## src/hw/rtl/bpsaj_pkg.sv

```systemverilog
`timescale 1ns / 1ps
// ----------------------------------------------------------------------------
// Boot PROM shadow and auto-start jam: shared package
// Bus cycle kinds, register indexes, fixed byte values and the structs that
// pass between the control, PROM and top-level modules.
// ----------------------------------------------------------------------------
package bpsaj_pkg;

  // Boot PROM size and derived widths
  localparam int unsigned PROM_BYTES = 1024;
  localparam int unsigned PROM_AW    = $clog2(PROM_BYTES);
  localparam int unsigned CLR_CW     = PROM_AW + 1;
  localparam logic [16:0] PROM_SPAN  = 17'(PROM_BYTES);

  // Fixed byte values
  localparam logic [7:0] JAM_OP_JMP    = 8'hC3;
  localparam logic [7:0] JAM_LOW_BYTE  = 8'h00;
  localparam logic [7:0] PORT_PROM_OFF = 8'hFE;
  localparam logic [7:0] PORT_SENSE    = 8'hFF;
  localparam logic [7:0] RD_IDLE       = 8'hFF;
  localparam logic [7:0] PROM_ERASED   = 8'hFF;
  localparam logic [1:0] JAM_STEPS     = 2'd3;

  // Bus cycle kinds
  typedef enum logic [2:0] {
    KIND_MEM_RD    = 3'd0,
    KIND_MEM_WR    = 3'd1,
    KIND_IO_RD     = 3'd2,
    KIND_IO_WR     = 3'd3,
    KIND_SYS_RESET = 3'd4,
    KIND_PROM_LOAD = 3'd5
  } kind_e;

  // Configuration register indexes
  typedef enum logic [2:0] {
    CFG_CARD_ENABLE = 3'd0,
    CFG_PROM_BASE   = 3'd1,
    CFG_START_PAGE  = 3'd2,
    CFG_SENSE_SW    = 3'd3,
    CFG_SERIAL_BASE = 3'd4
  } cfg_idx_e;

  typedef struct packed {
    logic        card_enable;
    logic [15:0] prom_base;
    logic [7:0]  start_page;
    logic [7:0]  sense_sw;
    logic [7:0]  serial_base;
  } cfg_t;

  // Decoded result of one bus cycle; PROM byte is merged in later
  typedef struct packed {
    logic       claimed;
    logic       phantom;
    logic [7:0] read_data;
    logic       use_prom;
    logic       serial_access;
    logic       decode_changed;
  } res_t;

  typedef struct packed {
    logic               wr_en;
    logic [PROM_AW-1:0] wr_addr;
    logic [7:0]         wr_data;
    logic               rd_en;
    logic [PROM_AW-1:0] rd_addr;
  } prom_req_t;

endpackage

```

## src/hw/rtl/bpsaj_ctrl.sv

```systemverilog
`timescale 1ns / 1ps
// ----------------------------------------------------------------------------
// Bus cycle decode and latch control
// Decodes one bus word against the jam, PROM window, sense switch and serial
// ports, updates the jam and PROM latches and registers the result.
// ----------------------------------------------------------------------------
module bpsaj_ctrl import bpsaj_pkg::*; (
  input  logic       clk_i,
  input  logic       rst_ni,
  input  logic       accept_i,
  input  logic [2:0] kind_i,
  input  logic [15:0] address_i,
  input  logic [7:0] write_data_i,
  input  cfg_t       cfg_i,
  output prom_req_t  prom_req_o,
  output res_t       res_o
);

  kind_e       kind;
  logic [7:0]  port;
  logic [16:0] addr_x;
  logic [16:0] base_x;
  logic [16:0] offset;
  logic        in_win;
  logic        win;
  logic        jam_hit;
  logic [1:0]  step_inc;
  logic        decodes;
  logic        is_serial;

  logic       prom_armed_q, prom_armed_d;
  logic       jam_armed_q, jam_armed_d;
  logic [1:0] jam_step_q, jam_step_d;
  res_t       res_q, res_d;

  assign kind     = kind_e'(kind_i);
  assign port     = address_i[7:0];
  assign addr_x   = {1'b0, address_i};
  assign base_x   = {1'b0, cfg_i.prom_base};
  assign offset   = addr_x - base_x;
  // Window stops at the top of memory, no wrap
  assign in_win   = (addr_x >= base_x) && (addr_x < base_x + PROM_SPAN);
  assign win      = prom_armed_q && in_win;
  assign jam_hit  = (kind == KIND_MEM_RD) && jam_armed_q && (jam_step_q < JAM_STEPS) &&
                    (address_i == {14'b0, jam_step_q});
  assign step_inc = jam_step_q + 2'd1;
  // Serial pair is base and base+1; base+1 is compared on 9 bits, so base FF does not wrap to port 00
  assign is_serial = ({1'b0, port} == {1'b0, cfg_i.serial_base}) ||
                     ({1'b0, port} == {1'b0, cfg_i.serial_base} + 9'd1);

  // Decode and next latch state
  always_comb begin
    decodes              = 1'b0;
    res_d.phantom        = 1'b0;
    res_d.read_data      = RD_IDLE;
    res_d.use_prom       = 1'b0;
    res_d.serial_access  = 1'b0;
    res_d.decode_changed = 1'b0;
    prom_armed_d         = prom_armed_q;
    jam_armed_d          = jam_armed_q;
    jam_step_d           = jam_step_q;

    case (kind)
      KIND_MEM_RD: begin
        if (jam_hit) begin
          decodes       = 1'b1;
          res_d.phantom = 1'b1;
          case (jam_step_q)
            2'd0:    res_d.read_data = JAM_OP_JMP;
            2'd1:    res_d.read_data = JAM_LOW_BYTE;
            default: res_d.read_data = cfg_i.start_page;
          endcase
        end else if (win) begin
          decodes        = 1'b1;
          res_d.phantom  = 1'b1;
          res_d.use_prom = 1'b1;
        end
      end
      KIND_MEM_WR: begin
        res_d.phantom = win;
      end
      KIND_IO_RD, KIND_IO_WR: begin
        res_d.serial_access = is_serial;
        decodes             = is_serial;
        if (kind == KIND_IO_RD && port == PORT_SENSE) begin
          decodes         = 1'b1;
          res_d.read_data = cfg_i.sense_sw;
        end
      end
      KIND_SYS_RESET: begin
        res_d.decode_changed = !prom_armed_q || !jam_armed_q || (jam_step_q != 2'd0);
        prom_armed_d         = 1'b1;
        jam_armed_d          = 1'b1;
        jam_step_d           = 2'd0;
      end
      KIND_PROM_LOAD: begin
        // store write only, see PROM request
      end
      default: begin
      end
    endcase

    // Jam sequencing: third read ends the jam
    if (jam_hit) begin
      jam_step_d = step_inc;
      if (step_inc == JAM_STEPS) begin
        jam_armed_d          = 1'b0;
        res_d.decode_changed = 1'b1;
      end
    end

    // First read of port FE or FF switches the PROM out
    if (prom_armed_q && kind == KIND_IO_RD && (port == PORT_PROM_OFF || port == PORT_SENSE)) begin
      prom_armed_d         = 1'b0;
      res_d.decode_changed = 1'b1;
    end

    res_d.claimed = decodes && cfg_i.card_enable;
  end

  // PROM access for this word
  always_comb begin
    prom_req_o.wr_en   = accept_i && (kind == KIND_PROM_LOAD) && (addr_x < PROM_SPAN);
    prom_req_o.wr_addr = address_i[PROM_AW-1:0];
    prom_req_o.wr_data = write_data_i;
    prom_req_o.rd_en   = accept_i && (kind == KIND_MEM_RD);
    prom_req_o.rd_addr = offset[PROM_AW-1:0];
  end

  // Latches
  always_ff @(posedge clk_i or negedge rst_ni) begin
    if (!rst_ni) begin
      prom_armed_q <= 1'b1;
      jam_armed_q  <= 1'b1;
      jam_step_q   <= 2'd0;
    end else if (accept_i) begin
      prom_armed_q <= prom_armed_d;
      jam_armed_q  <= jam_armed_d;
      jam_step_q   <= jam_step_d;
    end
  end

  // Result register
  always_ff @(posedge clk_i) begin
    if (accept_i) begin
      res_q <= res_d;
    end
  end

  assign res_o = res_q;

endmodule

```

## config.mk

```make
export PLATFORM = sky130hd
export DESIGN_NAME = bpsaj_ctrl
export DESIGN_NICKNAME = d
export VERILOG_FILES = /design/src/hw/rtl/bpsaj_pkg.sv /design/src/hw/rtl/bpsaj_ctrl.sv
export SDC_FILE = /design/constraint.sdc
export NUM_CORES = 1
export LEC_CHECK = 0
export ABC_AREA = 1
export BUFFER_PORTS_ARGS = -buffer_cell sky130_fd_sc_hd__buf_2
export CAP_MARGIN = 10
export CORE_MARGIN = 2
export CORE_UTILIZATION = 47
export DETAILED_ROUTE_END_ITERATION = 10
export GPL_TIMING_DRIVEN = 0
export PLACE_DENSITY = 0.81
export SLEW_MARGIN = 30
export SYNTH_ARGS = -nofsm -noshare
export SYNTH_HDL_FRONTEND = slang
export SYNTH_SLANG_ARGS = --single-unit
```

## constraint.sdc

```tcl
create_clock -name clk_i -period 2.2 [get_ports clk_i]
set_input_delay 0.22 -clock clk_i [delete_from_list [all_inputs] [get_ports clk_i]]
set_output_delay 0.22 -clock clk_i [all_outputs]
set_load 0.01 [all_outputs]
```

==> results.ini, run 1 <==
[outcome]
status = completed

[logic_synthesis]
yosys-top-cells-area = edfxtp_1, ha_1, nand2_1
synthesis.nets = 455
synth_top_area_share_pct = 16.1
synth_edf_count = 13
synthCells = 355
async_flop_share_pct = 23.5
synth_top_cell_by_area = edfxtp_1
yosysUniqueCellTypes = 36
synth-seq-cells = 17
synth_area_um2 = 2420
yosys_warnings = 0
yosysSeqAreaShare_pct = 20.4
synth_flop_cell = edfxtp_1
syn_avg_cell_area_um2 = 6.81

[global_route]
grt_max_degree = 17
grt_pass1_wl_um = 9550
track_usage_pct = 21.1
antenna_found_initial = 0
grt_pass1_vias = 2391
gr-total-overflow = 0

[min_path]
min_path_type = primary input to flop
whs_path_depth = 3

[floorplanning]
core_um2 = 5040
chipHeight_um = 75.7
die-area_um2 = 5730
ioPinCount = 114
die_x_um = 75.7
initial_core_util_pct = 47.9
rows = 26

[timing]
finalClockSkew_ps = 7.84
final_hold_viol_count = 0
fmax_mhz = 512
setup_viol = 0
min_period_ps = 1950
slew_headroom_pct = 75.4
hold_slack_ps = 278
fin_setup_tns_ps = 0
period_share_pct = 88.8
worst_pin_slew_ps = 366
rsz0062_at_grt = no
slew_viol_final = 0

[power_and_ir_drop]
switchingPower_mw = 0.396
powerDensity_nw_per_um2 = 358
p_leak_nw = 1.71
p_int_mw = 0.712
netSwitchingFraction_pct = 35.7
power.share.clock_pct = 20.8
vdd_ir_drop_max_v = 0.000145
p_comb_share_pct = 46.5
pwr-share-seq_pct = 32.7

[clocking]
numCtsBuffers = 3
clockRootBuffer = clkbuf_8
worstSkewPairLatency_ps = 260
cts.path.max_buffers = 2
clk_pin_slew_ps = 60
cts.sinks = 17
cts_max_level = 1
cts_tree = yes
post_cts_buffers = 0

[cells_and_area]
drive_above_1_share_pct = 32.3
nFillCells = 484
fin_util_pct = 61.3
num_antenna_cells = 0
syn2layout_area_growth_pct = 27.8
layout.nets = 566

[placement]
hpwl_um = 5090
portBuffers = 105
routabilityCongestion = 0.917

[detailed_routing]
dr.pass1.iters = 5
top_layer = met4
drc = 0
drt_iter0_drc = 159
vias = 2623
post_drt_wl_per_cell_um = 11.2
met1_length_um = 2580
met2_wirelength_um = 2920
drt_wl_total_um = 5990
wl_met3_um = 413
vias_per_cell = 4.90
ant_nets = 0

[setup_path]
crit_type = primary input to output port
worstPathArrival_ps = 1730
worst-r2r-cell-count = 7
end_kind = output port
ff2ff_setup_slack_ps = 430
worstSetupStartpointType = primary input
crit_fanout = 4
critPathRequiredTime_ps = 1980

[job]
maxCapViolations = 0

final timing paths:
path                                      end          start
worst max-delay path            prom_req_o[6]   address_i[0]
worst min-delay path                 res_o[8]      cfg_i[13]
worst max register to register       res_o[9]  jam_step_q[0]
worst min register to register   prom_armed_q   prom_armed_q
max in group asynchronous        prom_armed_q         rst_ni
min in group asynchronous       jam_step_q[0]         rst_ni
per-stage QoR:
step	instance area [µm²]	worst slack [ps]	power [mW]	std cells
2_1_floorplan	2420	414	0.680	355
3_5_place_dp	3030	15.0	0.879	530
3_3_place_gp	3030	40.8	0.865	530
5_1_grt	3090	40.1	1.19	535
4_1_cts	3090	182	1.11	535
6_report	3090	246	1.11	535
worst max-delay path, stage by stage:
cell and delay, ps:
buf_2 130, inv_1 90, ha_1 240, fa_2 360, inv_1 60, nand2_1 40
nand2_1 70, nand2_1 90, nor2_1 90, nor2_1 50, xnor2_1 130, buf_2 150
flip-flops by register name (all words and copies together), names as in the netlist:
| name | cells |
|---|---|
| res_o | 13 |
| jam_step_q | 2 |
| jam_armed_q | 1 |
| prom_armed_q | 1 |
layer usage:
| layer | vias to the layer above | GRT usage (%) |
|---|---|---|
| li1 | 1363 | - |
| met1 | 1133 | 25.4 |
| met2 | 116 | 39.5 |
| met3 | 11 | 1.46 |
| met4 | 0 | 7.21 |
| met5 | - | 0 |
logic make-up after synthesis:
| group | count (synthesis) | synth area share [%] |
|---|---|---|
| AND/OR/NAND/NOR | 159 | 29.8 |
| buffers and inverters | 84 | 16.1 |
| AO/OA/AOI/OAI | 47 | 11.5 |
| adder cells (fa/ha/maj) | 29 | 15.3 |
| XOR/XNOR | 19 | 6.88 |
| flip-flops | 17 | 20.4 |
timing repair:
action,CTS,global route
hold endpoints to repair,4,0
resized for setup,0,1
hold buffers,1,0
setup endpoints to repair,0,1
synth_stat cells (2+ instances only):
cell       number
nand2_1        78
xor2_1          8
ha_1           28
nand3_2         2
or2_2           3
o32ai_1         4
nand4_1         5
xnor2_1        11
buf_4          18
dfrtp_1         2
nor4_1          2
nor3_1          7
inv_2           3
a21oi_1        19
nand2_2         4
nand3_1        16
o2111ai_1       4
o21ai_0        15
dfstp_2         2
inv_1          61
edfxtp_1       13
nor2_1         36
layout by cell type (no fill, tap or decap), types with 2 or more instances in the layout:
master       n
a21oi_1     19
buf_2      106
buf_4       18
clkbuf_8     3
dfrtp_1      2
dfstp_2      2
edfxtp_1    13
ha_1        28
inv_1       61
inv_2        3
nand2_1     78
nand2_2      4
nand3_1     16
nand3_2      2
nand4_1      5
nor2_1      36
nor3_1       7
nor4_1       2
o2111ai_1    4
o21ai_0     15
o32ai_1      4
or2_2        3
xnor2_1     11
xor2_1       8
cell type report:
| class | instances | area, µm² | area share, % |
|---|---|---|---|
| plain buffers | 19 | 140 | 4.54 |
| clock buffers | 3 | 41.3 | 1.34 |
| well taps | 70 | 87.6 | 2.84 |
| inverters | 65 | 249 | 8.06 |
| repair buffers | 106 | 536 | 17.3 |
| clock inverters | 1 | 5.00 | 0.162 |
| flip-flops and latches | 17 | 493 | 16.0 |
| multi-input cells | 254 | 1540 | 49.8 |
power by group through the flow:
stage / registers (mW) / clock network, mW / logic, mW
after detailed placement: 0.369 / 0 / 0.510
after floorplan: 0.376 / 0 / 0.303
after CTS: 0.362 / 0.235 / 0.515
after global placement: 0.368 / 0 / 0.497
after global routing: 0.364 / 0.246 / 0.577
final: 0.362 / 0.231 / 0.515
Power figures use the tool's default switching activity.
==> run 2, diff against run 1 <==
--- a/config.mk
+++ b/config.mk
@@ -5,14 +5,13 @@
 export SDC_FILE = /design/constraint.sdc
 export NUM_CORES = 1
 export LEC_CHECK = 0
-export ABC_AREA = 1
 export BUFFER_PORTS_ARGS = -buffer_cell sky130_fd_sc_hd__buf_2
 export CAP_MARGIN = 10
 export CORE_MARGIN = 2
 export CORE_UTILIZATION = 47
 export DETAILED_ROUTE_END_ITERATION = 10
 export GPL_TIMING_DRIVEN = 0
-export PLACE_DENSITY = 0.81
+export PLACE_DENSITY = 0.82
 export SLEW_MARGIN = 30
 export SYNTH_ARGS = -nofsm -noshare
 export SYNTH_HDL_FRONTEND = slang
==> run 2 against run 1 <==
Effect of this change: via count down 7.2%; sequential power rose by 1%; core utilization is 2.0 points higher; worst setup slack worse by 130 ps; sequential share of layout area is 0.53 points higher; critical path depth down 2; clock power is essentially flat; register-to-register slack got worse by 110 ps; global-route usage rose by 0.11 points; die area down 4.0%.
==> results.ini, run 2 <==
[logic_synthesis]
yosysSeqAreaShare_pct = 21.3
synth-adder-area-share_pct = 16.0
synth_top_family_by_area = simple AND/OR/NAND/NOR gates
synth_xor_area_share_pct = 9.83
yosysUniqueCellTypes = 50
synth_flop_cell = edfxtp_1
synthCells = 288
async_flop_share_pct = 23.5
synth.area.mux_share_pct = 0
yosys_warnings = 0
synthesis.nets = 388
synth_compound_area_share_pct = 16.4
syn_avg_cell_area_um2 = 8.04
yosysMostFrequentCell = nand2_1
synth_top_cell_by_area = edfxtp_1
synth_top_area_share_pct = 16.9
synth_area_um2 = 2320
synth_edf_count = 13
synthSimpleGateAreaFrac_pct = 24.9
synth-seq-cells = 17
synth.top_cells.by_count = nand2_1, ha_1, nor2_1
yosys-top-cells-area = edfxtp_1, ha_1, buf_4

[clocking]
clk_pin_slew_ps = 70
numCtsBuffers = 3
cts_max_level = 1
cts.sinks = 17
worstSkewPairLatency_ps = 250
clockRootBuffer = clkbuf_8
cts.path.max_buffers = 2
cts_tree = yes

[timing]
fmax_mhz = 480
rsz0062_at_grt = no
finalClockSkew_ps = 5.60
worst_pin_slew_ps = 460
fin_setup_tns_ps = 0
slew_headroom_pct = 69.2
hold_slack_ps = 285
setup_viol = 0
min_period_ps = 2080
final_hold_viol_count = 0
worst_slack_ps = 118
slew_viol_final = 0
period_share_pct = 94.6

[job]
maxCapViolations = 0

[min_path]
min_path_type = primary input to flop
min_to = res_o[3]
hold_start = cfg_i[8]
whs_path_depth = 3

[cells_and_area]
final_common_cell = buf_2
drive_above_1_share_pct = 36.5
num_antenna_cells = 0
layout.nets = 498
fin_area_um2 = 2990
syn2layout_area_growth_pct = 29.1
nFillCells = 431
largest_reg_flops = 13
mostFrequentLayoutCells = buf_2, nand2_1, nor2_1, ha_1, inv_1
layout.cells.non_filler = 464
fin_util_pct = 63.3

[power_and_ir_drop]
vdd_ir_drop_max_v = 0.000185
p_leak_nw = 1.46
powerDensity_nw_per_um2 = 370
total_power_mw = 1.11

[detailed_routing]
drt_iter0_drc = 63
drc = 0
vias_per_cell = 5.25
ant_nets = 0
post_drt_wl_per_cell_um = 12.7
dr.pass1.iters = 4
drt_wl_total_um = 5910
vias = 2435

[setup_path]
crit_fanout = 8
r2r-end = res_o[7]
slowest_stage = ha_2
end_kind = flop
worstPathArrival_ps = 2090
critPathRequiredTime_ps = 2200
worstSetupStartpointType = primary input
reg2reg_from = jam_step_q[1]
worst-r2r-cell-count = 6
path_cells = buf_2 > ha_2 > nor2b_2 > o31a_1 > buf_4 > buf_4 > o211ai_1 > a31oi_1 > a21oi_2 > o22ai_2
ff2ff_setup_slack_ps = 320
crit_type = primary input to flop
crit_top_cell = buf_4
slowest_delay_ps = 340

[floorplanning]
chipHeight_um = 74.2
core_um2 = 4720
initial_core_util_pct = 49.0
die-area_um2 = 5500
die_x_um = 74.2
rows = 25
ioPinCount = 114

[global_route]
gr-total-overflow = 0
busiest_layer = met2
met3_usage_pct = 2.17
antenna_found_initial = 0
grt_pass1_wl_um = 9420
grt_max_degree = 15
global_route.usage.met1_pct = 28.2
met2_usage_pct = 37.5
grt_pass1_vias = 2134
track_usage_pct = 21.2

[placement]
dp_cells = 458
place_area_um2 = 2920
hpwl_um = 4910
portBuffers = 103
routabilityCongestion = 0.835
post-place-ws_ps = -50.1

[outcome]
status = completed

[run 2: cell families after synthesis]
family                   after synthesis
AND/OR/NAND/NOR                      108
AO/OA/AOI/OAI                         59
buffers and inverters                 49
adder cells (fa/ha/maj)               29
XOR/XNOR                              26
flip-flops                            17
[run 2: critical path, delay by kind of cell]
family / cells / cell delay (ps)
AOI/OAI and AO/OA: 5 / 890
adders and majority gates: 1 / 340
buffers and inverters: 3 / 450
and+or+nand+nor: 1 / 180
[run 2: power breakdown]
part           internal [mW]  switching (mW)
clock                  0.128           0.102
combinational          0.240           0.268
sequential             0.361         0.00503
total                  0.730           0.376
[run 2: cell type report]
class	count	area [µm²]	area share (%)
buffer	24	176	5.90
sequential	17	493	16.5
multi-input combinational	222	1560	52.2
clock buffer	4	45.0	1.51
inverter	24	90.1	3.01
tap	67	83.8	2.80
timing repair buffer	106	541	18.1
[run 2: worst max-delay path by stage]
stage               slack [ps]       endpoint          from
floorplan                  300      res_o[11]  address_i[1]
global placement           -40       res_o[2]  address_i[1]
detailed placement         -50       res_o[2]  address_i[1]
CTS                         40  prom_req_o[6]  address_i[0]
global route                 4  prom_req_o[7]  address_i[2]
finish                     120      res_o[12]  address_i[2]
[run 2: timing repair]
action	CTS	global route
setup buffers	0	2
hold buffers	1	0
endpoints found under the setup margin	1	3
hold endpoints to repair	4	0
resized for setup	0	3
pin swaps	0	1
[run 2: metal layers]
layer / vias to the layer above / share of wire [%]
li1: 1222 / -
met1: 1103 / 44
met2: 104 / 47
met3: 6 / 7.8
met4: 0 / 0.71
met5: - / 0
